$ cat src/sv/thmp_pkg.sv
// ----------------------------------------------------------------------------
// thmp_pkg: shared types and constants of the handshake message parser
// Message codes, byte roles, error codes, register indexes and the state,
// configuration and result structures passed between the parser modules.
// ----------------------------------------------------------------------------
package thmp_pkg;

   // handshake message types
   localparam logic [7:0] MSG_SERVER_HELLO = 8'd2;
   localparam logic [7:0] MSG_SERVER_KEX   = 8'd12;
   localparam logic [7:0] MSG_HELLO_DONE   = 8'd14;

   // field layout and expected values
   localparam logic [7:0]  SH_RANDOM_START = 8'd2;
   localparam logic [7:0]  SH_SID_LEN_POS  = 8'd34;
   localparam logic [8:0]  SH_SUITE_BASE   = 9'd35;
   localparam logic [8:0]  SH_MIN_BASE     = 9'd36;
   localparam logic [7:0]  KEX_CURVE_TYPE  = 8'd3;
   localparam logic [7:0]  KEX_KEY_LEN     = 8'd32;
   localparam logic [7:0]  KEX_KEY_START   = 8'd4;
   localparam logic [7:0]  KEX_KEY_END     = 8'd36;
   localparam logic [7:0]  KEX_MIN_LEN     = 8'd35;

   // register reset values
   localparam logic [15:0] SUITE_A_RESET = 16'hc02f;
   localparam logic [15:0] SUITE_B_RESET = 16'hc02b;
   localparam logic [15:0] CURVE_RESET   = 16'h001d;

   localparam int unsigned CSR_IDX_W = 2;

   typedef enum logic [CSR_IDX_W-1:0] {
      CSR_SUITE_A = 2'd0,
      CSR_SUITE_B = 2'd1,
      CSR_CURVE   = 2'd2
   } csr_idx_type;

   typedef enum logic [2:0] {
      ROLE_HEADER  = 3'd0,
      ROLE_BODY    = 3'd1,
      ROLE_RANDOM  = 3'd2,
      ROLE_KEY     = 3'd3,
      ROLE_IGNORED = 3'd4
   } role_type;

   typedef enum logic [2:0] {
      ERR_NONE       = 3'd0,
      ERR_BAD_SUITE  = 3'd1,
      ERR_CURVE_TYPE = 3'd2,
      ERR_CURVE_ID   = 3'd3,
      ERR_KEY_LEN    = 3'd4,
      ERR_TRUNCATED  = 3'd5
   } err_type;

   localparam logic [2:0] HDR_BODY = 3'd4;

   typedef struct packed {
      logic [2:0]  header_pos;
      logic [7:0]  cur_type;
      logic [23:0] body_length;
      logic [23:0] body_pos;
      logic [7:0]  session_id_len;
      logic [7:0]  partial_word;
      logic        done_flag;
      err_type     error_reg;
   } state_type;

   typedef struct packed {
      logic [15:0] accepted_suite_a;
      logic [15:0] accepted_suite_b;
      logic [15:0] required_curve;
   } cfg_type;

   typedef struct packed {
      logic [7:0]  msg_type;
      role_type    byte_role;
      logic [4:0]  field_index;
      logic [7:0]  value;
      logic        msg_last;
      logic        suite_checked;
      logic [15:0] cipher_suite;
      logic        hello_done;
      err_type     error_code;
   } result_type;

endpackage

$ cat src/sv/thmp_if.sv
// ----------------------------------------------------------------------------
// thmp_if: channel interfaces of the handshake message parser
// Byte input channel, result channel and register write channel, each with
// valid/ready and a source and a sink modport.
// ----------------------------------------------------------------------------
interface thmp_req_if;
   import thmp_pkg::*;
   logic       valid;
   logic       ready;
   logic [7:0] data_byte;
   modport source (output valid, output data_byte, input ready);
   modport sink   (input valid, input data_byte, output ready);
endinterface

interface thmp_rsp_if;
   import thmp_pkg::*;
   logic        valid;
   logic        ready;
   logic [7:0]  msg_type;
   role_type    byte_role;
   logic [4:0]  field_index;
   logic [7:0]  value;
   logic        msg_last;
   logic        suite_checked;
   logic [15:0] cipher_suite;
   logic        hello_done;
   err_type     error_code;
   modport source (output valid, output msg_type, output byte_role, output field_index,
                   output value, output msg_last, output suite_checked,
                   output cipher_suite, output hello_done, output error_code,
                   input ready);
   modport sink   (input valid, input msg_type, input byte_role, input field_index,
                   input value, input msg_last, input suite_checked,
                   input cipher_suite, input hello_done, input error_code,
                   output ready);
endinterface

interface thmp_csr_if;
   import thmp_pkg::*;
   logic                 valid;
   logic                 ready;
   logic [CSR_IDX_W-1:0] index;
   logic [15:0]          data;
   modport source (output valid, output index, output data, input ready);
   modport sink   (input valid, input index, input data, output ready);
endinterface

$ cat src/sv/tls_handshake_message_parser_top.sv
// ----------------------------------------------------------------------------
// tls_handshake_message_parser_top: TLS 1.2 handshake message parser
// Splits a handshake byte stream into messages, tags server random and key
// bytes, checks cipher suite and curve, flags truncation and raises done.
//
//   channel  | dir | payload                                   | handshake
//   ---------+-----+-------------------------------------------+-----------
//   req_ch   | in  | data_byte                                 | valid/ready
//   rsp_ch   | out | msg_type .. error_code, one per byte      | valid/ready
//   csr_ch   | in  | index (0 suite a, 1 suite b, 2 curve)     | valid/ready
//
// One byte per cycle sustained while rsp_ch is ready; a byte is held in the input
// register, then passes through the single parse step into the result register.
// Synchronous active-high reset clears parser state and loads register defaults.
// A stalled result holds both stages; the input stage still takes a byte while
// it is empty. csr_ch is always ready.
// ----------------------------------------------------------------------------
module tls_handshake_message_parser_top (
   input  logic            clock,
   input  logic            reset,
   thmp_req_if.sink        req_ch,
   thmp_rsp_if.source      rsp_ch,
   thmp_csr_if.sink        csr_ch
);
   import thmp_pkg::*;

   // configuration registers
   cfg_type    cfg_ff;
   cfg_type    cfg_in;

   // parser state
   state_type  state_ff;
   state_type  state_in;

   // input stage
   logic       in_valid_ff;
   logic       in_valid_in;
   logic [7:0] in_byte_ff;

   // result stage
   logic       out_valid_ff;
   logic       out_valid_in;
   result_type out_ff;
   result_type step_res;
   state_type  step_state;

   logic       advance;
   logic       req_xfer;

   // move a byte from input to result stage when the result slot is free
   assign advance  = in_valid_ff && (!out_valid_ff || rsp_ch.ready);
   assign req_xfer = req_ch.valid && req_ch.ready;

   assign req_ch.ready = !in_valid_ff || advance;
   assign csr_ch.ready = 1'b1;

   thmp_parse u_parse (
      .st        (state_ff),
      .cfg       (cfg_ff),
      .data_byte (in_byte_ff),
      .nst       (step_state),
      .res       (step_res)
   );

   // register writes: drop indexes beyond the list
   always_comb begin
      cfg_in = cfg_ff;
      if (csr_ch.valid) begin
         case (csr_idx_type'(csr_ch.index))
            CSR_SUITE_A: cfg_in.accepted_suite_a = csr_ch.data;
            CSR_SUITE_B: cfg_in.accepted_suite_b = csr_ch.data;
            CSR_CURVE:   cfg_in.required_curve   = csr_ch.data;
            default:     cfg_in = cfg_ff;
         endcase
      end
   end

   // advance the state only when a byte is actually parsed
   assign state_in     = advance ? step_state : state_ff;
   assign in_valid_in  = req_xfer || (in_valid_ff && !advance);
   assign out_valid_in = advance || (out_valid_ff && !rsp_ch.ready);

   always_ff @(posedge clock) begin
      if (reset) begin
         cfg_ff.accepted_suite_a <= SUITE_A_RESET;
         cfg_ff.accepted_suite_b <= SUITE_B_RESET;
         cfg_ff.required_curve   <= CURVE_RESET;
         state_ff                <= '0;
         in_valid_ff             <= 1'b0;
         out_valid_ff            <= 1'b0;
      end else begin
         cfg_ff       <= cfg_in;
         state_ff     <= state_in;
         in_valid_ff  <= in_valid_in;
         out_valid_ff <= out_valid_in;
      end
   end

   // payload registers: load on transfer, hold otherwise
   always_ff @(posedge clock) begin
      if (req_xfer) begin
         in_byte_ff <= req_ch.data_byte;
      end
      if (advance) begin
         out_ff <= step_res;
      end
   end

   assign rsp_ch.valid         = out_valid_ff;
   assign rsp_ch.msg_type      = out_ff.msg_type;
   assign rsp_ch.byte_role     = out_ff.byte_role;
   assign rsp_ch.field_index   = out_ff.field_index;
   assign rsp_ch.value         = out_ff.value;
   assign rsp_ch.msg_last      = out_ff.msg_last;
   assign rsp_ch.suite_checked = out_ff.suite_checked;
   assign rsp_ch.cipher_suite  = out_ff.cipher_suite;
   assign rsp_ch.hello_done    = out_ff.hello_done;
   assign rsp_ch.error_code    = out_ff.error_code;

`ifndef SYNTH
   // an error, once raised, never changes
   a_error_sticky: assert property (@(posedge clock) disable iff (reset)
      (state_ff.error_reg != ERR_NONE) |=> (state_ff.error_reg == $past(state_ff.error_reg)))
      else $error("error code changed after being set");

   // the header counter never passes the body marker
   a_header_range: assert property (@(posedge clock) disable iff (reset)
      (state_ff.header_pos <= HDR_BODY))
      else $error("header position out of range");

   // a full, stalled input stage never takes another byte
   a_no_overrun: assert property (@(posedge clock) disable iff (reset)
      (in_valid_ff && !advance) |-> !req_xfer)
      else $error("input stage overrun");

   // a suite report only comes from a ServerHello
   a_suite_in_hello: assert property (@(posedge clock) disable iff (reset)
      (out_valid_ff && out_ff.suite_checked) |-> (out_ff.msg_type == MSG_SERVER_HELLO))
      else $error("suite check outside ServerHello");
`endif

endmodule

$ cat src/sv/thmp_parse.sv
// ----------------------------------------------------------------------------
// thmp_parse: per-byte parsing step
// From the current parser state, the configuration and one stream byte,
// forms the next state and the result of that byte.
// ----------------------------------------------------------------------------
module thmp_parse (
   input  thmp_pkg::state_type  st,
   input  thmp_pkg::cfg_type    cfg,
   input  logic [7:0]           data_byte,
   output thmp_pkg::state_type  nst,
   output thmp_pkg::result_type res
);
   import thmp_pkg::*;

   logic [23:0] p;
   logic        last;
   logic [8:0]  suite_off;
   logic [8:0]  min_len;
   logic [15:0] word;

   assign p         = st.body_pos;
   assign last      = ({1'b0, p} + 25'd1) == {1'b0, st.body_length};
   assign suite_off = SH_SUITE_BASE + {1'b0, st.session_id_len};
   assign word      = {st.partial_word, data_byte};

   always_comb begin
      nst     = st;
      res     = '0;
      res.byte_role  = ROLE_IGNORED;
      res.error_code = ERR_NONE;
      res.value      = data_byte;
      min_len        = SH_MIN_BASE;

      if (!st.done_flag && st.error_reg == ERR_NONE) begin
         if (st.header_pos != HDR_BODY) begin
            res.byte_role = ROLE_HEADER;
            if (st.header_pos == 3'd0) begin
               nst.cur_type    = data_byte;
               nst.body_length = '0;
            end else begin
               nst.body_length = {st.body_length[15:0], data_byte};
            end
            res.msg_type   = nst.cur_type;
            nst.header_pos = st.header_pos + 3'd1;
            if (st.header_pos == 3'd3) begin
               nst.body_pos = '0;
               if (nst.body_length == 24'd0) begin
                  // empty body: message ends on its last header byte
                  res.msg_last   = 1'b1;
                  nst.header_pos = 3'd0;
                  if (nst.cur_type == MSG_SERVER_HELLO || nst.cur_type == MSG_SERVER_KEX) begin
                     nst.error_reg = ERR_TRUNCATED;
                  end else if (nst.cur_type == MSG_HELLO_DONE) begin
                     nst.done_flag = 1'b1;
                  end
               end
            end
         end else begin
            res.msg_type  = st.cur_type;
            res.byte_role = ROLE_BODY;
            res.msg_last  = last;
            case (st.cur_type)
               MSG_SERVER_HELLO: begin
                  if (p >= {16'd0, SH_RANDOM_START} && p < {16'd0, SH_SID_LEN_POS}) begin
                     res.byte_role   = ROLE_RANDOM;
                     res.field_index = p[4:0] - SH_RANDOM_START[4:0];
                  end else if (p == {16'd0, SH_SID_LEN_POS}) begin
                     nst.session_id_len = data_byte;
                  end else if (p == {15'd0, suite_off}) begin
                     nst.partial_word = data_byte;
                  end else if (p == {15'd0, suite_off} + 24'd1) begin
                     res.cipher_suite  = word;
                     res.suite_checked = 1'b1;
                     if (word != cfg.accepted_suite_a && word != cfg.accepted_suite_b) begin
                        nst.error_reg = ERR_BAD_SUITE;
                     end
                  end
                  // the session id length may have been taken on this very byte
                  min_len = SH_MIN_BASE + {1'b0, nst.session_id_len};
                  if (last && p < {15'd0, min_len} && nst.error_reg == ERR_NONE) begin
                     nst.error_reg = ERR_TRUNCATED;
                  end
               end
               MSG_SERVER_KEX: begin
                  if (p == 24'd0) begin
                     if (data_byte != KEX_CURVE_TYPE) nst.error_reg = ERR_CURVE_TYPE;
                  end else if (p == 24'd1) begin
                     nst.partial_word = data_byte;
                  end else if (p == 24'd2) begin
                     if (word != cfg.required_curve) nst.error_reg = ERR_CURVE_ID;
                  end else if (p == 24'd3) begin
                     if (data_byte != KEX_KEY_LEN) nst.error_reg = ERR_KEY_LEN;
                  end else if (p < {16'd0, KEX_KEY_END}) begin
                     res.byte_role   = ROLE_KEY;
                     res.field_index = p[4:0] - KEX_KEY_START[4:0];
                  end
                  if (last && p < {16'd0, KEX_MIN_LEN} && nst.error_reg == ERR_NONE) begin
                     nst.error_reg = ERR_TRUNCATED;
                  end
               end
               MSG_HELLO_DONE: begin
                  if (last) nst.done_flag = 1'b1;
               end
               default: begin
               end
            endcase
            nst.body_pos = p + 24'd1;
            if (last) nst.header_pos = 3'd0;
         end
      end

      res.hello_done = nst.done_flag;
      res.error_code = nst.error_reg;
   end

endmodule
$ cat src/flat_wrapper.sv
// flat-port wrapper written by rule: the top's interface ports become plain ports
module tls_handshake_message_parser_top_flat import thmp_pkg::*;
  (clock, reset, req_ch_valid, req_ch_data_byte, req_ch_ready, rsp_ch_valid, rsp_ch_msg_type, rsp_ch_byte_role, rsp_ch_field_index, rsp_ch_value, rsp_ch_msg_last, rsp_ch_suite_checked, rsp_ch_cipher_suite, rsp_ch_hello_done, rsp_ch_error_code, rsp_ch_ready, csr_ch_valid, csr_ch_index, csr_ch_data, csr_ch_ready);
  thmp_req_if req_ch_i ();
  thmp_rsp_if rsp_ch_i ();
  thmp_csr_if csr_ch_i ();
  input  logic clock;
  input  logic reset;
  input wire logic [$bits(req_ch_i.valid)-1:0] req_ch_valid;
  input wire logic [$bits(req_ch_i.data_byte)-1:0] req_ch_data_byte;
  output wire logic [$bits(req_ch_i.ready)-1:0] req_ch_ready;
  output wire logic [$bits(rsp_ch_i.valid)-1:0] rsp_ch_valid;
  output wire logic [$bits(rsp_ch_i.msg_type)-1:0] rsp_ch_msg_type;
  output wire logic [$bits(rsp_ch_i.byte_role)-1:0] rsp_ch_byte_role;
  output wire logic [$bits(rsp_ch_i.field_index)-1:0] rsp_ch_field_index;
  output wire logic [$bits(rsp_ch_i.value)-1:0] rsp_ch_value;
  output wire logic [$bits(rsp_ch_i.msg_last)-1:0] rsp_ch_msg_last;
  output wire logic [$bits(rsp_ch_i.suite_checked)-1:0] rsp_ch_suite_checked;
  output wire logic [$bits(rsp_ch_i.cipher_suite)-1:0] rsp_ch_cipher_suite;
  output wire logic [$bits(rsp_ch_i.hello_done)-1:0] rsp_ch_hello_done;
  output wire logic [$bits(rsp_ch_i.error_code)-1:0] rsp_ch_error_code;
  input wire logic [$bits(rsp_ch_i.ready)-1:0] rsp_ch_ready;
  input wire logic [$bits(csr_ch_i.valid)-1:0] csr_ch_valid;
  input wire logic [$bits(csr_ch_i.index)-1:0] csr_ch_index;
  input wire logic [$bits(csr_ch_i.data)-1:0] csr_ch_data;
  output wire logic [$bits(csr_ch_i.ready)-1:0] csr_ch_ready;
  assign req_ch_i.valid = req_ch_valid;
  assign req_ch_i.data_byte = req_ch_data_byte;
  assign req_ch_ready = req_ch_i.ready;
  assign rsp_ch_valid = rsp_ch_i.valid;
  assign rsp_ch_msg_type = rsp_ch_i.msg_type;
  assign rsp_ch_byte_role = rsp_ch_i.byte_role;
  assign rsp_ch_field_index = rsp_ch_i.field_index;
  assign rsp_ch_value = rsp_ch_i.value;
  assign rsp_ch_msg_last = rsp_ch_i.msg_last;
  assign rsp_ch_suite_checked = rsp_ch_i.suite_checked;
  assign rsp_ch_cipher_suite = rsp_ch_i.cipher_suite;
  assign rsp_ch_hello_done = rsp_ch_i.hello_done;
  assign rsp_ch_error_code = rsp_ch_i.error_code;
  assign rsp_ch_i.ready = rsp_ch_ready;
  assign csr_ch_i.valid = csr_ch_valid;
  assign csr_ch_i.index = csr_ch_index;
  assign csr_ch_i.data = csr_ch_data;
  assign csr_ch_ready = csr_ch_i.ready;
  tls_handshake_message_parser_top u_core (.clock(clock), .reset(reset), .req_ch(req_ch_i), .rsp_ch(rsp_ch_i), .csr_ch(csr_ch_i));
endmodule
$ cat config.mk
export PLATFORM = sky130hd
export DESIGN_NAME = tls_handshake_message_parser_top_flat
export DESIGN_NICKNAME = d
export VERILOG_FILES = /design/src/sv/thmp_pkg.sv /design/src/sv/thmp_if.sv /design/src/sv/tls_handshake_message_parser_top.sv /design/src/sv/thmp_parse.sv /design/src/flat_wrapper.sv
export SDC_FILE = /design/constraint.sdc
export NUM_CORES = 1
export LEC_CHECK = 0
export BUFFER_PORTS_ARGS = -buffer_cell sky130_fd_sc_hd__buf_2
export CAP_MARGIN = 40
export CORE_ASPECT_RATIO = 1.5
export CORE_MARGIN = 2
export CORE_UTILIZATION = 56
export DETAILED_ROUTE_END_ITERATION = 16
export PLACE_DENSITY = 0.8
export SLEW_MARGIN = 20
export SYNTH_ARGS = -nofsm -noshare
export SYNTH_HDL_FRONTEND = slang
export SYNTH_SLANG_ARGS = --single-unit
$ cat constraint.sdc
create_clock -name clock -period 5.5 [get_ports clock]
set_clock_uncertainty 0.1 [all_clocks]
set_input_delay 0.275 -clock clock [delete_from_list [all_inputs] [get_ports clock]]
set_output_delay 0.275 -clock clock [all_outputs]
set_load 0.05 [all_outputs]
Word level (Yosys, flattened, before mapping)
Cells that the tools add are included.

Bits in registers: 183. Bits in latches: 0. Memory bits (writable): 0. Memory bits (read-only): 0. Input port bits: 31. Output and inout port bits: 49. Word-level logic and storage cells: 174. Memories: 0.

$add $sub $neg: 8. $mul: 0. Div/mod/pow operators: 0. Order comparisons: 5. Equal/unequal tests: 28. Shift-type cells: 0. Multiplexer cells: 64. Bitwise logic cells: 4. Reduce and logical (&&, ||, !) cells: 41.

Operators by type and width (number): two-way mux 24 bit (5); two-way mux 3 bit (25); < comparator 24 x 6 -> 1 bit, second input constant (3); two-way mux 16 bit (4); two-way mux 8 bit (8); == test 24 x 2 -> 1 bit, second input constant (2); zero test 24 bit (2); != test 16 bit (3); two-way mux 7 bit (6); == test 8 x 4 -> 1 bit, second input constant (4); adder 24 x 1 -> 25 bit, second input constant (1); == test 25 x 24 -> 1 bit (1); adder 24 x 1 -> 24 bit, second input constant (1); == test 24 x 1 -> 1 bit, second input constant (1); == test 24 x 10 -> 1 bit (1); == test 24 x 6 -> 1 bit, second input constant (1); == test 24 x 9 -> 1 bit (1); greater-or-equal comparator 24 x 2 -> 1 bit, second input constant (1); < comparator 24 x 9 -> 1 bit (1); adder 6 x 8 -> 9 bit, first input constant (2); two-way mux 17 bit (1); == test 8 x 2 -> 1 bit, second input constant (2); two-way mux 4 bit (4); one-hot mux 8 bit (2 select lines) (1); other kinds (31) (69).

Depth between registers and ports, before layout
Depth in word-level cells: 16. Mapped depth: 21. Gate-level depth less buffers: 19.

Hierarchy
From an unflattened synthesis, not the netlist that was laid out.

Cell total of the unflattened synthesis: 1410. Area total of the unflattened synthesis: 12152.9 sq um.

By module, submodules not included: tls_handshake_message_parser_top (times used 1, cells each 612, area each 6956.7 sq um, sequential area each 4204.0 sq um); thmp_parse (times used 1, cells each 798, area each 5196.2 sq um, sequential area each 0.0 sq um).

Worst setup path after synthesis
Ideal clock, no wire load.

Path type: register -> register. Start: register u_core.state_ff[21] (netlist bit). End: register u_core.out_ff (netlist bit u_core.rsp_ch.error_code[0]) (data pin). Library setup time: 0.272 ns. Arrival: 3.889 ns. Data required time: 5.128 ns. Path slack: 1.239 ns. Cell stages (with the launch flop): 18. Buffers on the path: 1. Period minus slack after synthesis: 4.261 ns. Path through: dfxtp_1 -> ha_1 -> or4bb_1 -> nor2_1 -> nand4b_1 -> buf_2 -> mux2i_1 -> or3_1 -> a21boi_0 -> xor2_1 -> a21oi_1 -> ha_1 -> nand4_1 -> a211o_1 -> o221ai_1 -> a311oi_2 -> nor4_1 -> o311ai_1.

RTL lines: start, declared (RTL line tls_handshake_message_parser_top.sv:32) `state_type state_ff;`; start signal, assigned (RTL line tls_handshake_message_parser_top.sv:93) `state_ff <= state_in;`; end signal, assigned (RTL line tls_handshake_message_parser_top.sv:105) `out_ff <= step_res;`; end, declared (RTL line tls_handshake_message_parser_top.sv:43) `result_type out_ff;`.

==> summary.txt <==
Drt
  • Wire per inst: 19.66 um
  • DR pass1 iterations: 6
  • Antenna-violating nets left: 0
  • Vias: 8796
  • Routed vias/inst: 6.177
  • Drt drc: 0
  • Drt total wl: 28000 um
  • DRT iter0 DRCs: 800

Critical path
  • Worst path max stage delay: 0.43 ns
  • Worst path slowest cell: dfxtp_1
  • Setup crit end kind: flop
  • CP startpoint kind: flop
  • Critical path class: reg2reg
  • Peak fanout along the critical path: 12
  • CP Buf/Inv Count: 4
  • Worst R2R Path Depth: 20
  • WP data arrival: 4.95 ns
  • Worst Path Required: 5.63 ns
  • Critical Path Stages: 20
  • Cell Chain, Critical Path: inv_1 -> ha_1 -> or4bb_1 -> nor2_1 -> nand4b_1 -> buf_4 -> mux2i_1 -> inv_1 -> ha_1 -> inv_1 -> o21ai_0 -> xor2_1 -> ha_1 -> a21o_1 -> a21oi_1 -> o21a_1 -> o221ai_1 -> a311oi_2 -> a211oi_2 -> o311ai_2
  • Crit path max-delay family: compound AO/OA/AOI/OAI gates

Floorplan
  • Overall die width: 112.8 um
  • Core area: 0.01735 mm2
  • Die Area: 0.01887 mm2
  • Starting Density: 57.34%
  • Vert. Die Dim: 167.2 um
  • Row count: 59
  • IO Pins: 80

STA
  • Fin crit share: 87.65%
  • Tmin final: 4.821 ns
  • Slew margin rel.: 42.68%
  • Fmax: 0.2074 GHz
  • Final WS setup: 0.6793 ns
  • Final TNS setup: 0 ns
  • WHS: -0.0004947 ns
  • Fin. Hold Viols: 1
  • Worst-Margin Slew: 0.8597 ns
  • Unrepaired setup endpoints after global routing: no
  • Max Slew Vio Count: 0
  • Final setup vio count: 0

Finish
  • Share of cells above drive strength 1: 12.47%
  • Area delta synth->final: 12.16%
  • ANT cells: 0
  • Final nets: 1252
  • Final core utilization: 64.31%

Clocking
  • CTS Hold Bufs: 14
  • CTS tree: yes
  • Setup Buffers After CTS: 0
  • Post-CTS Resized: 0
  • Max Root-Sink Buffers: 2
  • Clk Latency, worst-skew pair: 0.44 ns
  • H-tree Lvls: 4
  • Clock sinks: 183
  • Reg clk slew, reported paths: 0.08 ns
  • CTS Buf Count: 17
  • CTS Root Cell: clkbuf_16

Yosys
  • Seq/Total Area, Yosys: 42.26%
  • Syn Inst Count: 1146
  • Synthesized area: 0.009947 mm2
  • Most common cell in the netlist: nand2_1
  • Net Count, Synth: 1200
  • Synth top area share: 25.96%
  • Top cells by count, synth: nand2_1 (172), dfxtp_1 (129), a21oi_1 (101)
  • Synth Area per Inst: 8.680 um2
  • Async S/R FF share, synth: 0%
  • Synthesis Warnings: 0
  • Synth unique cells: 74
  • Area contributors post-synth: dfxtp_1 (26%), edfxtp_1 (16%), xnor2_1 (7.6%)
  • Synth area leader: dfxtp_1
  • Top FF cell, synth: dfxtp_1
  • Seq cells post-synth: 183
  • EDFF count, synth: 54

Hold path
  • Hold path depth: 3
  • Hold WC Path Type: in2reg

GRT
  • Vias in the first global route: 8466
  • Total gr overflow: 0
  • GRT Util Overall: 29.81%
  • Largest net degree at the start of global routing: 72
  • First-pass GRT wire length: 44840 um
  • Initial antenna violation count: 0

Job
  • Maxcap violations: 0

Power and ir drop
  • Overall power: 2.938 mW
  • Lkg Pwr: 4.123 nW
  • Power per cell area: 263.4 mW/mm2
  • VDD IR-drop max: 192.9 uV

Placement
  • Pre-CTS setup slack: 0.7847 ns
  • Placer congestion estimate: 0.9283
  • Port bufs: 78
  • HPWL Detailed: 19510 um

Status
  • Failing checks: negative hold slack
  • Status: finished, violations left
-- logic make-up (layout without fill, tap and decap cells) --
logic type      Yosys count  count (layout)  synth area share (%)
compound gates          227             227                 14.84
xor+xnor                106             106                 9.333
fa+ha+maj                23              23                 2.893
buf+inv                  99             164                 4.214
flops                   183             183                 42.26
mux                      13              13                 1.308
other cells               1               1               0.03770
simple gates            494             494                 25.11
-- cell usage in the layout, fill, tap and decap left out, types with 6 or more instances in the layout --
cell type / synthesis / routed
dlygate4sd3_1: 0 / 14
nand2b_1: 13 / 13
a31oi_1: 6 / 6
nor2b_1: 7 / 7
nand2_1: 172 / 172
nand4_1: 25 / 25
nor3_1: 27 / 27
nor2_1: 100 / 100
and2_1: 21 / 21
nand3b_1: 22 / 22
edfxtp_1: 54 / 54
a22oi_1: 25 / 25
o21ai_0: 30 / 30
xnor2_1: 86 / 86
a311oi_1: 6 / 6
xor2_1: 20 / 20
ha_1: 23 / 23
mux2i_1: 13 / 13
a21oi_1: 101 / 101
nor4_1: 22 / 22
and3_1: 8 / 8
nand3_1: 34 / 34
buf_2: 20 / 77
or3_1: 8 / 8
inv_1: 24 / 23
dfxtp_1: 129 / 129
buf_4: 2 / 14
clkbuf_16: 0 / 17
a211oi_1: 8 / 8
-- worst min-delay path, stage by stage --
cell,delay [ns]
buf_2,0.11
nand2_1,0.05
nand3b_1,0.07
-- area by class of cell --
class,instances,area [um2]
Multi-Input combinational cell,864,5324
Clock buffer,17,425.4
Clock inverter,15,177.7
Sequential cell,183,4204
Timing Repair Buffer,107,665.6
Fill cell,1437,6191
Inverter,25,93.84
Tap cell,213,266.5
-- sequential cells by signal (all words and copies together), names as in the netlist --
name,cells
u_core.cfg_ff,48
u_core.in_byte_ff,8
u_core.in_valid_ff,1
u_core.rsp_ch.byte_role,3
u_core.rsp_ch.cipher_suite,16
u_core.rsp_ch.error_code,3
u_core.rsp_ch.field_index,5
u_core.rsp_ch.hello_done,1
u_core.rsp_ch.msg_last,1
u_core.rsp_ch.msg_type,8
u_core.rsp_ch.suite_checked,1
u_core.rsp_ch.valid,1
u_core.rsp_ch.value,8
u_core.state_ff,79
-- power breakdown --
part / internal (mW) / leakage (nW) / switching, mW
clock network: 0.615 / 0.290 / 0.613
logic: 0.0771 / 2.28 / 0.172
registers: 1.43 / 1.55 / 0.0341
-- worst paths after layout --
| check | start | to | slack, ns |
|---|---|---|---|
| setup reg to reg | u_core.state_ff[22]$_SDFFE_PP0P_ | u_core.rsp_ch.error_code[2]$_DFFE_PP_ | 0.68 |
| setup / recovery | u_core.state_ff[22]$_SDFFE_PP0P_ | u_core.rsp_ch.error_code[2]$_DFFE_PP_ | 0.68 |
| hold / removal | csr_ch_data[14] | u_core.cfg_ff[46]$_SDFFE_PP1P_ | -0.0005 |
| hold reg to reg | u_core.cfg_ff[28]$_SDFFE_PP0P_ | u_core.cfg_ff[28]$_SDFFE_PP0P_ | 0.37 |
-- through the flow --
stage | instance area, um2 | cells
after floorplan | 9947 | 1146
after global placement | 10370 | 1375
after detailed placement | 10400 | 1377
after CTS | 11140 | 1423
after global routing | 11160 | 1424
final | 11160 | 1424
-- layer usage --
layer,GRT usage [%],up-vias,wire length [um]
met4,13.94,0,1335
met5,0,-,0
met2,52.95,355,14560
met3,3.728,83,1586
li1,-,4149,-
met1,35.46,4209,10520
(Power assumes the default switching activity.)
